<file path="src/assert_macros.svh">
// Assertion macros for the transmit queue RTL.
// Depends on nothing. Checks compile away when SYNTHESIS is defined.
`ifndef ASSERT_MACROS_SVH
`define ASSERT_MACROS_SVH
`ifndef SYNTHESIS
`define ASSERT_IMPLY(label, clk, rst, a, b) \
   label: assert property (@(posedge clk) disable iff (rst) (a) |-> (b)) \
      else $error("assertion failed");
`define ASSERT_NEXT(label, clk, rst, a, b) \
   label: assert property (@(posedge clk) disable iff (rst) (a) |=> (b)) \
      else $error("assertion failed");
`else
`define ASSERT_IMPLY(label, clk, rst, a, b)
`define ASSERT_NEXT(label, clk, rst, a, b)
`endif
`endif

</file>
<file path="src/dptq_pkg.sv">
// Package for the deadline priority transmit queue: sizes, codes, cell types.
// Depends on nothing.
`default_nettype none
package dptq_pkg;
   localparam int QueueDepth     = 4;
   localparam int SlotW          = 2;
   localparam int PriorityLevels = 5;
   localparam int MaxPacketBytes = 255;
   localparam int NumDefaults    = 5;

   localparam logic [1:0] OP_PUSH_ABS = 2'd0;
   localparam logic [1:0] OP_PUSH_DEF = 2'd1;
   localparam logic [1:0] OP_POP      = 2'd2;
   localparam logic [1:0] OP_CLEAR    = 2'd3;

   localparam logic [2:0] ST_OK       = 3'd0;
   localparam logic [2:0] ST_INVALID  = 3'd1;
   localparam logic [2:0] ST_FULL     = 3'd2;
   localparam logic [2:0] ST_EMPTY    = 3'd3;
   localparam logic [2:0] ST_TOOSMALL = 3'd4;

   // cell commands
   localparam logic [2:0] CMD_NONE   = 3'd0;
   localparam logic [2:0] CMD_EXPIRE = 3'd1;
   localparam logic [2:0] CMD_SCAN   = 3'd2;
   localparam logic [2:0] CMD_WRITE  = 3'd3;
   localparam logic [2:0] CMD_KILL   = 3'd4;
   localparam logic [2:0] CMD_CLEAR  = 3'd5;

   typedef struct packed {
      logic        valid;
      logic [2:0]  prio;
      logic [63:0] deadline;
      logic [31:0] enq_time;
      logic [63:0] age;
      logic [9:0]  length;
      logic [15:0] tag;
   } entry_type;

   // broadcast from the controller to every cell
   typedef struct packed {
      logic [2:0]       cmd;
      logic [SlotW-1:0] sel;
      logic [63:0]      time_base;
      entry_type        wr;
   } cell_ctl_type;

   // scan token handed from cell to cell
   typedef struct packed {
      logic             any_valid;
      logic             any_free;
      logic [SlotW-1:0] free_slot;
      logic [SlotW-1:0] best_slot;
      logic [2:0]       best_prio;
      logic [63:0]      best_age;
      logic [SlotW-1:0] low_slot;
      logic [2:0]       low_prio;
      logic [63:0]      low_age;
      logic [2:0]       count;
      logic [2:0]       expired;
   } scan_type;
endpackage
`default_nettype wire

</file>
<file path="src/dptq_cell.sv">
// One queue slot: holds one descriptor and folds it into the scan token.
// Depends on dptq_pkg.
`default_nettype none
module dptq_cell (
   input  wire                         clock,
   input  wire                         reset,
   input  wire [dptq_pkg::SlotW-1:0]   my_slot,
   input  dptq_pkg::cell_ctl_type      ctl,
   input  dptq_pkg::scan_type          scan_in,
   output dptq_pkg::scan_type          scan_out,
   output dptq_pkg::entry_type         entry
);
   import dptq_pkg::*;

   entry_type e_ff, e_in;
   logic      live;
   logic      better, lower;

   assign entry = e_ff;
   assign live  = e_ff.valid;

   always_comb begin
      better = (e_ff.prio < scan_in.best_prio) ||
               (e_ff.prio == scan_in.best_prio && e_ff.age < scan_in.best_age);
      lower  = (e_ff.prio > scan_in.low_prio) ||
               (e_ff.prio == scan_in.low_prio && e_ff.age < scan_in.low_age);
      scan_out = scan_in;
      if (live) begin
         scan_out.count = scan_in.count + 3'd1;
         if (!scan_in.any_valid || better) begin
            scan_out.best_slot = my_slot;
            scan_out.best_prio = e_ff.prio;
            scan_out.best_age  = e_ff.age;
         end
         if (!scan_in.any_valid || lower) begin
            scan_out.low_slot = my_slot;
            scan_out.low_prio = e_ff.prio;
            scan_out.low_age  = e_ff.age;
         end
         scan_out.any_valid = 1'b1;
      end else if (!scan_in.any_free) begin
         scan_out.any_free  = 1'b1;
         scan_out.free_slot = my_slot;
      end
      if (ctl.cmd == CMD_EXPIRE && live && ctl.time_base >= e_ff.deadline)
         scan_out.expired = scan_in.expired + 3'd1;
   end

   always_comb begin
      e_in = e_ff;
      case (ctl.cmd)
         CMD_EXPIRE: if (live && ctl.time_base >= e_ff.deadline) e_in.valid = 1'b0;
         CMD_WRITE:  if (ctl.sel == my_slot) e_in = ctl.wr;
         CMD_KILL:   if (ctl.sel == my_slot) e_in.valid = 1'b0;
         CMD_CLEAR:  e_in.valid = 1'b0;
         default:    e_in = e_ff;
      endcase
   end

   always_ff @(posedge clock) begin
      if (reset) e_ff.valid <= 1'b0;
      else e_ff <= e_in;
   end
endmodule
`default_nettype wire

</file>
<file path="src/deadline_priority_tx_queue.sv">
// Top level of the deadline priority transmit queue: controller, cell row, stats.
// Depends on dptq_pkg, dptq_cell and assert_macros.svh.
//
//  channel  | direction | handshake       | payload
//  req_     | in        | valid / stall   | opcode, time, priority, deadline, tag, length
//  rsp_     | out       | valid / stall   | status, slot, preempted, counts, latency stats
//  csr_     | in        | write enable    | default deadline registers 0..4
//
// One request at a time: a rejected push goes straight to the response state,
// clear goes through the clear state, a pop or a push that writes nothing through
// expire and decide, and a push that writes also through write, after renumber
// when ages must be renumbered. Expire, scan and update share the single cell row.
// Reset is synchronous and clears the table valid bits, statistics and time base;
// req_stall stays high during reset. A waiting response holds in its output
// register while rsp_stall is high; the next request is taken from the cycle
// after the response has gone.
`default_nettype none
`include "assert_macros.svh"
module deadline_priority_tx_queue (
   input  wire         clock,
   input  wire         reset,
   input  wire         req_valid,
   output logic        req_stall,
   input  wire  [1:0]  req_opcode,
   input  wire  [31:0] req_current_time_ms,
   input  wire  [2:0]  req_priority_req,
   input  wire  [31:0] req_deadline_ms_in,
   input  wire  [15:0] req_packet_tag,
   input  wire  [9:0]  req_packet_length,
   output logic        rsp_valid,
   input  wire         rsp_stall,
   output logic [2:0]  rsp_status,
   output logic [1:0]  rsp_slot_index,
   output logic        rsp_preempted,
   output logic [2:0]  rsp_expired_count,
   output logic [15:0] rsp_out_tag,
   output logic [9:0]  rsp_out_length,
   output logic [31:0] rsp_wait_ms,
   output logic [28:0] rsp_avg_wait_ms,
   output logic [31:0] rsp_peak_wait_ms,
   output logic [2:0]  rsp_queued_count,
   input  wire         csr_write_enable,
   input  wire  [2:0]  csr_index,
   input  wire  [30:0] csr_write_data
);
   import dptq_pkg::*;

   localparam logic [2:0] S_IDLE   = 3'd0;
   localparam logic [2:0] S_EXPIRE = 3'd1;
   localparam logic [2:0] S_DECIDE = 3'd2;
   localparam logic [2:0] S_RENUM  = 3'd3;
   localparam logic [2:0] S_WRITE  = 3'd4;
   localparam logic [2:0] S_DONE   = 3'd5;
   localparam logic [2:0] S_RESP   = 3'd6;

   logic [2:0]  state_ff, state_in;
   logic [30:0] dflt_ff [NumDefaults];

   // captured request
   logic [1:0]  op_ff;
   logic [31:0] now_ff;
   logic [2:0]  prio_ff;
   logic [31:0] dl_ff;
   logic [15:0] tag_ff;
   logic [9:0]  len_ff;

   logic [63:0] tb_ff, tb_in;
   logic [63:0] next_age_ff, next_age_in;
   logic [31:0] avg_ff, avg_in, max_ff, max_in;
   logic [2:0]  exp_ff;
   logic [SlotW-1:0] slot_ff;
   logic        pre_ff;
   logic [2:0]  renum_ff;   // live entries still to renumber

   logic        rv_ff;
   logic [2:0]  r_status_ff, r_exp_ff, r_cnt_ff;
   logic [1:0]  r_slot_ff;
   logic        r_pre_ff;
   logic [15:0] r_tag_ff;
   logic [9:0]  r_len_ff;
   logic [31:0] r_lat_ff;

   cell_ctl_type ctl;
   scan_type     chain [QueueDepth+1];
   entry_type    ents  [QueueDepth];

   // renumber pick: oldest live entry with age at or above the rank floor
   logic [63:0] renum_floor_ff;
   logic [SlotW-1:0] pick;
   logic        pick_ok;

   logic        accept;
   logic        bad_arg;
   logic [31:0] target, delta;
   logic [31:0] d_lat, lat, decayed;
   logic [32:0] avg_sum;

   assign accept    = req_valid && !req_stall;
   assign req_stall = reset || (state_ff != S_IDLE) || rv_ff;

   assign bad_arg = (req_packet_length == 10'd0) ||
                    (req_packet_length > 10'(MaxPacketBytes)) ||
                    (req_priority_req >= 3'(PriorityLevels)) ||
                    (req_opcode == OP_PUSH_DEF && req_priority_req >= 3'(NumDefaults));

   assign target = (op_ff == OP_PUSH_DEF) ? now_ff + {1'b0, dflt_ff[prio_ff]} : dl_ff;
   assign delta  = target - now_ff;

   always_comb begin
      pick_ok = 1'b0;
      pick    = '0;
      for (int i = 0; i < QueueDepth; i++) begin
         if (ents[i].valid && ents[i].age >= renum_floor_ff &&
             (!pick_ok || ents[i].age < ents[pick].age)) begin
            pick_ok = 1'b1;
            pick    = SlotW'(i);
         end
      end
   end

   // cell row
   assign chain[0] = '{any_valid: 1'b0, any_free: 1'b0, free_slot: '0, best_slot: '0,
                       best_prio: '0, best_age: '0, low_slot: '0, low_prio: '0,
                       low_age: '0, count: '0, expired: '0};
   for (genvar g = 0; g < QueueDepth; g++) begin : g_cell
      dptq_cell u_cell (
         .clock    (clock),
         .reset    (reset),
         .my_slot  (SlotW'(g)),
         .ctl      (ctl),
         .scan_in  (chain[g]),
         .scan_out (chain[g+1]),
         .entry    (ents[g])
      );
   end

   scan_type sc;
   assign sc = chain[QueueDepth];

   always_comb begin
      d_lat   = now_ff - ents[sc.best_slot].enq_time;
      lat     = (d_lat != 32'd0 && !d_lat[31]) ? d_lat : 32'd0;
      decayed = avg_ff - (avg_ff >> 3);
      avg_sum = {1'b0, decayed} + {1'b0, lat};
   end

   always_comb begin
      ctl           = '0;
      ctl.time_base = tb_ff;
      ctl.cmd       = CMD_NONE;
      state_in      = state_ff;
      tb_in         = tb_ff;
      next_age_in   = next_age_ff;
      avg_in        = avg_ff;
      max_in        = max_ff;
      case (state_ff)
         S_IDLE: if (accept) begin
            if (req_opcode == OP_CLEAR) state_in = S_DONE;
            else if (req_opcode != OP_POP && bad_arg) state_in = S_RESP;
            else begin
               tb_in = tb_ff + {32'd0, req_current_time_ms - tb_ff[31:0]};
               state_in = S_EXPIRE;
            end
         end
         S_EXPIRE: begin
            ctl.cmd  = CMD_EXPIRE;
            state_in = S_DECIDE;
         end
         S_DECIDE: begin
            state_in = S_RESP;
            if (op_ff == OP_POP) begin
               if (sc.any_valid && ents[sc.best_slot].length <= len_ff) begin
                  ctl.cmd = CMD_KILL;
                  ctl.sel = sc.best_slot;
                  max_in  = (lat > max_ff) ? lat : max_ff;
                  avg_in  = avg_sum[32] ? 32'hFFFF_FFFF : avg_sum[31:0];
               end
            end else if (delta != 32'd0 && !delta[31] &&
                         (sc.any_free || sc.low_prio > prio_ff)) begin
               if (!sc.any_free) begin
                  ctl.cmd = CMD_KILL;
                  ctl.sel = sc.low_slot;
               end
               state_in = (next_age_ff == 64'hFFFF_FFFF_FFFF_FFFF) ? S_RENUM : S_WRITE;
               if (next_age_ff == 64'hFFFF_FFFF_FFFF_FFFF) next_age_in = '0;
            end
         end
         S_RENUM: begin
            // give the oldest unranked entry the next rank
            if (pick_ok && renum_ff != 3'd0) begin
               ctl.cmd        = CMD_WRITE;
               ctl.sel        = pick;
               ctl.wr         = ents[pick];
               ctl.wr.age     = next_age_ff;
               next_age_in    = next_age_ff + 64'd1;
            end else state_in = S_WRITE;
         end
         S_WRITE: begin
            ctl.cmd         = CMD_WRITE;
            ctl.sel         = slot_ff;
            ctl.wr.valid    = 1'b1;
            ctl.wr.prio     = prio_ff;
            ctl.wr.deadline = tb_ff + {32'd0, delta};
            ctl.wr.enq_time = now_ff;
            ctl.wr.age      = next_age_ff;
            ctl.wr.length   = len_ff;
            ctl.wr.tag      = tag_ff;
            next_age_in     = next_age_ff + 64'd1;
            state_in        = S_RESP;
         end
         S_DONE: begin
            ctl.cmd     = CMD_CLEAR;
            avg_in      = '0;
            max_in      = '0;
            next_age_in = '0;
            state_in    = S_RESP;
         end
         S_RESP:  state_in = S_IDLE;
         default: state_in = S_IDLE;
      endcase
   end

   always_ff @(posedge clock) begin
      if (reset) begin
         state_ff    <= S_IDLE;
         tb_ff       <= '0;
         next_age_ff <= '0;
         avg_ff      <= '0;
         max_ff      <= '0;
         rv_ff       <= 1'b0;
         dflt_ff[0]  <= 31'd1000;
         dflt_ff[1]  <= 31'd2000;
         dflt_ff[2]  <= 31'd5000;
         dflt_ff[3]  <= 31'd10000;
         dflt_ff[4]  <= 31'd30000;
      end else begin
         state_ff    <= state_in;
         tb_ff       <= tb_in;
         next_age_ff <= next_age_in;
         avg_ff      <= avg_in;
         max_ff      <= max_in;
         if (csr_write_enable && csr_index < 3'(NumDefaults))
            dflt_ff[csr_index] <= csr_write_data;
         if (state_ff == S_RESP) rv_ff <= 1'b1;
         else if (rv_ff && !rsp_stall) rv_ff <= 1'b0;
      end
   end

   // working registers and response payload
   always_ff @(posedge clock) begin
      if (accept) begin
         op_ff   <= req_opcode;
         now_ff  <= req_current_time_ms;
         prio_ff <= req_priority_req;
         dl_ff   <= req_deadline_ms_in;
         tag_ff  <= req_packet_tag;
         len_ff  <= req_packet_length;
         exp_ff  <= '0;
         pre_ff  <= 1'b0;
         slot_ff <= '0;
         r_status_ff <= (req_opcode == OP_CLEAR || req_opcode == OP_POP || !bad_arg) ?
                        ST_OK : ST_INVALID;
         r_tag_ff <= '0;
         r_len_ff <= '0;
         r_lat_ff <= '0;
      end
      if (state_ff == S_EXPIRE) exp_ff <= sc.expired;
      if (state_ff == S_DECIDE) begin
         renum_ff       <= sc.count - (sc.any_free ? 3'd0 : 3'd1);
         renum_floor_ff <= '0;
         if (op_ff == OP_POP) begin
            if (!sc.any_valid) r_status_ff <= ST_EMPTY;
            else if (ents[sc.best_slot].length > len_ff) r_status_ff <= ST_TOOSMALL;
            else begin
               slot_ff  <= sc.best_slot;
               r_tag_ff <= ents[sc.best_slot].tag;
               r_len_ff <= ents[sc.best_slot].length;
               r_lat_ff <= lat;
            end
         end else if (delta == 32'd0 || delta[31]) r_status_ff <= ST_INVALID;
         else if (sc.any_free) slot_ff <= sc.free_slot;
         else if (sc.low_prio > prio_ff) begin
            slot_ff <= sc.low_slot;
            pre_ff  <= 1'b1;
         end else r_status_ff <= ST_FULL;
      end
      if (state_ff == S_RENUM && pick_ok && renum_ff != 3'd0) begin
         renum_ff       <= renum_ff - 3'd1;
         renum_floor_ff <= ents[pick].age + 64'd1;
      end
      if (state_ff == S_RESP) begin
         r_exp_ff  <= exp_ff;
         r_slot_ff <= (r_status_ff == ST_OK) ? slot_ff : 2'd0;
         r_pre_ff  <= pre_ff && (r_status_ff == ST_OK);
         r_cnt_ff  <= sc.count;
      end
   end

   assign rsp_valid          = rv_ff;
   assign rsp_status         = r_status_ff;
   assign rsp_slot_index     = r_slot_ff;
   assign rsp_preempted      = r_pre_ff;
   assign rsp_expired_count  = r_exp_ff;
   assign rsp_out_tag        = r_tag_ff;
   assign rsp_out_length     = r_len_ff;
   assign rsp_wait_ms        = r_lat_ff;
   assign rsp_avg_wait_ms    = avg_ff[31:3];
   assign rsp_peak_wait_ms   = max_ff;
   assign rsp_queued_count   = r_cnt_ff;

   `ASSERT_IMPLY(a_no_accept_busy, clock, reset, state_ff != S_IDLE, !accept)
   `ASSERT_NEXT(a_resp_follows, clock, reset, state_ff == S_RESP, rsp_valid)
   `ASSERT_IMPLY(a_count_bound, clock, reset, rsp_valid, rsp_queued_count <= 3'(QueueDepth))
endmodule
`default_nettype wire
</file>
<file path="config.mk">
export PLATFORM = sky130hd
export DESIGN_NAME = deadline_priority_tx_queue
export DESIGN_NICKNAME = d
export VERILOG_FILES = /design/src/dptq_pkg.sv /design/src/dptq_cell.sv /design/src/deadline_priority_tx_queue.sv
export VERILOG_INCLUDE_DIRS = /design/src /design/src/src
export SDC_FILE = /design/constraint.sdc
export NUM_CORES = 2
export LEC_CHECK = 0
export BUFFER_PORTS_ARGS = -buffer_cell sky130_fd_sc_hd__buf_4
export CORE_MARGIN = 2
export CORE_UTILIZATION = 50
export CTS_BUF_LIST = sky130_fd_sc_hd__clkbuf_16
export CTS_CLUSTER_SIZE = 10
export DETAILED_ROUTE_END_ITERATION = 16
export PLACE_DENSITY_LB_ADDON = 0.25
export SLEW_MARGIN = 40
export SYNTH_ARGS = -nofsm -noshare
export SYNTH_HDL_FRONTEND = slang
export SYNTH_SLANG_ARGS = --single-unit
</file>
<file path="constraint.sdc">
create_clock -name clock -period 30.2 [get_ports clock]
set_input_delay 3.02 -clock clock [delete_from_list [all_inputs] [get_ports clock]]
set_output_delay 3.02 -clock clock [all_outputs]
set_load 0.05 [all_outputs]
</file>
==> impl_metrics.csv <==
group,metric,value,unit
sta,hold_viol,0,
synth,synth_area,0.102,mm2
route,ant_nets,0,
die,start_util,50.4,%
route,num_vias,84700,
power_and_ir_drop,power_frac_comb,38.0,%
final_layout,final_nets,12300,
synth,synthDistinctLibCells,110,
placed_design,portBuffers,266,
critical_path,critPathMostFrequentCell,"a21oi_1",
run,cap_violations,0,
clock_tree,post_cts_resized,0,
sta,max_freq,0.0483,GHz
placed_design,gp_congestion,0.987,
global_routing,grt_util_all_layers,32.8,%
power_and_ir_drop,p_int,0.00442,W
clock_tree,post-cts-setup-buffers,0,
sta,period_share,68.6,%
sta,finClkSkew,0.127,ns
power_and_ir_drop,p_per_area,63.1,mW/mm2
die,ios,267,
route,initialDrtViolationCount,8458,
sta,slew_headroom,32.1,%
global_routing,grt_pass1_wl,520,mm
route,wire_per_inst,25.6,um
route,drtPass1Iterations,8,
die,die_w,456,um
power_and_ir_drop,vdd_ir_drop_max,0.0672,mV
critical_path,r2r_slack,9.48,ns
die,dieArea,0.208,mm2
power_and_ir_drop,switching_share,38.1,%
die,core-area,0.203,mm2
synth,synth_edf_count,1178,
sta,setup_tns,0,ns
global_routing,antenna_found_initial,8,
route,wl,350,mm
synth,yosysWarningCount,0,
clock_tree,cts_inserted_buffers,174,
sta,tightest_slew,1.01,ns
die,die_y,456,um
critical_path,start_kind,"flip-flop",
die,num_rows,165,
global_routing,grt_pass1_vias,82200,
clock_tree,cts_tree,"built",
synth,synth-seq-cells,1445,
sta,rsz0062_at_grt,"false",
final_layout,drive_above_1_share,8.02,%
final_layout,area_growth,10.7,%
power_and_ir_drop,p_switching,0.00272,W
synth,synthFlopType,"edfxtp_1",
final_layout,fin_util,55.8,%
route,drcViolationCount,0,
synth,yosysSeqAreaShare,39.8,%
power_and_ir_drop,p_leak,48.0,nW
final_layout,fillers,17800,
critical_path,worstPathRequired,30.88,ns
global_routing,grt.overflow.total,0,
clock_tree,root_buffer,"clkbuf_16",
critical_path,end_kind,"flip-flop",
sta,min_period,20.72,ns
synth,synthCells,10600,
critical_path,cpPeakStageDelay,0.70,ns
status,status,"finished, final reports clean",
clock_tree,cts_hold_buf,0,
synth,async_flop_share,0,%
clock_tree,cts_sinks,1445,
sta,slew_viol_final,0,
placed_design,dp_hpwl,260,mm
power_and_ir_drop,power_frac_seq,34.3,%
clock_tree,clk_pin_slew_worst_paths,0.06,ns
power_and_ir_drop,total_power,0.00714,W
clock_tree,htree_levels,4,
critical_path,cp_max_fo,74,
critical_path,arrival,21.40,ns
clock_tree,clock_latency,0.88,ns
min_path,hold_path_class,"reg -> reg",
power_and_ir_drop,clkPwrFrac,27.7,%
critical_path,crit_slowest_cell,"buf_4",
global_routing,grt_max_degree,139,
critical_path,worstSetupPathType,"reg -> reg",
synth,avgSynthCellArea,9.62,um2
route,post_drt_via_cell_ratio,6.19,
clock_tree,cts.path.max_buffers,3,
sta,setup_violations,0,
==> layout make-up <==
type / count / area (um2) / area share [%]
well taps: 2672 / 3340 / 2.95
multi-input cells: 8091 / 57600 / 50.9
clock inverters: 132 / 981 / 0.867
flip-flops and latches: 1445 / 40700 / 36.0
clock buffers: 177 / 4430 / 3.91
repair buffers: 382 / 3150 / 2.78
inverters: 771 / 2910 / 2.57
diodes: 9 / 22.5 / 0.0199
==> stage by stage <==
step                setup WS (ns)  cells  cell area, um2  hold WS, ns
CTS                          9.57  13700          113000        0.437
global route                 7.91  13700          113000        0.433
detailed placement           9.69  13400          108000        0.415
finish                       9.48  13700          113000        0.436
global placement             9.97  13300          107000        0.410
floorplan                    4.69  10700          103000        0.400
==> state kept, by name, indices dropped and copies added, names as in the netlist, 3 cells and up, named ones only <==
| name | cells |
|---|---|
| avg_ff | 32 |
| dflt_ff | 248 |
| dl_ff | 32 |
| exp_ff | 3 |
| g_cell.u_cell.entry | 756 |
| g_cell.u_cell.live | 4 |
| len_ff | 10 |
| next_age_ff | 64 |
| now_ff | 32 |
| prio_ff | 3 |
| renum_ff | 3 |
| renum_floor_ff | 64 |
| rsp_expired_count | 3 |
| rsp_out_length | 10 |
| rsp_out_tag | 16 |
| rsp_peak_wait_ms | 32 |
| rsp_queued_count | 3 |
| rsp_status | 3 |
| rsp_wait_ms | 32 |
| state_ff | 3 |
| tag_ff | 16 |
| tb_ff | 64 |
==> Yosys cell counts (40+ instances only) <==
cell type  number  area (um2)
a211oi_1       57         428
nand2b_1      166        1040
nand2_1       909        3410
dfxtp_1       267        5350
and2_1        207        1290
o31ai_1        78         586
a21oi_1       796        3980
and3_1         83         519
mux2i_1       267        2670
edfxtp_1     1178       35400
nor2_1        861        3230
o21bai_1       40         300
mux4_2         62        1400
xor2_1        141        1230
mux2_2         83         935
a31oi_1       115         719
nor3_1        147         736
nand4_1       265        1660
o21ai_0       688        3440
o22ai_1       118         738
or3_1          62         388
nand3_1       227        1140
a21o_1        384        2880
xnor2_1       219        1920
nor2b_1       154         963
ha_1         1336       16700
inv_1         770        2890
clkbuf_1      306        1150
==> routing by layer <==
| metal | global-route usage [%] | wire length, um |
|---|---|---|
| met1 | 43.5 | 145000 |
| met2 | 52.7 | 159000 |
| met3 | 4.12 | 25700 |
| met4 | 16.3 | 19800 |
| met5 | 0 | 34 |
==> layout by cell type (no fill, tap or decap), drive strengths merged, types with 149 or more instances in the layout <==
master	instances
nor2	866
edfxtp	1178
o21ai	698
nand3	227
clkbuf	178
mux2i	267
nor2b	154
nand2b	166
nand4	265
and2	208
xnor2	219
nand2	910
inv	855
buf	381
a21oi	798
a21o	384
ha	1336
nor3	149
dfxtp	267
==> power groups by stage <==
stage	registers, W	logic, W	clock network (W)
4_1_cts	0.00245	0.00267	0.00200
2_1_floorplan	0.00245	0.00181	0
3_5_place_dp	0.00249	0.00265	0
5_1_grt	0.00246	0.00296	0.00208
6_report	0.00245	0.00271	0.00198
3_3_place_gp	0.00248	0.00259	0
==> final timing paths <==
check	start	end	cells after the start
worst max-delay path	g_cell[0].u_cell.live	avg_ff[31]	72
worst min-delay path	exp_ff[2]	rsp_expired_count[2]	0
worst max register to register	g_cell[0].u_cell.live	avg_ff[31]	72
worst min register to register	exp_ff[2]	rsp_expired_count[2]	0
==> critical path, delay by kind of cell (launching register included) <==
| family | cells | cell delay (ns) |
|---|---|---|
| AO/OA/AOI/OAI | 35 | 7.28 |
| AND/OR/NAND/NOR | 24 | 7.14 |
| buffers and inverters | 6 | 3.02 |
| adder cells (fa/ha/maj) | 6 | 2.06 |
| flip-flops | 1 | 0.59 |
| XOR/XNOR | 1 | 0.19 |
==> kinds of logic (layout without fill, tap and decap cells) <==
| kind of cell | count (synthesis) | after routing | synth area share, % |
|---|---|---|---|
| XOR/XNOR | 361 | 361 | 3.11 |
| other | 1 | 104 | 0.00367 |
| AND/OR/NAND/NOR | 3251 | 3251 | 15.3 |
| AO/OA/AOI/OAI | 2627 | 2627 | 15.8 |
| adder cells (fa/ha/maj) | 1345 | 1345 | 16.5 |
| buffers and inverters | 1189 | 1462 | 4.56 |
| flip-flops | 1445 | 1445 | 39.8 |
| multiplexers | 412 | 412 | 4.89 |
No activity file was read; power rests on OpenSTA's default activity.
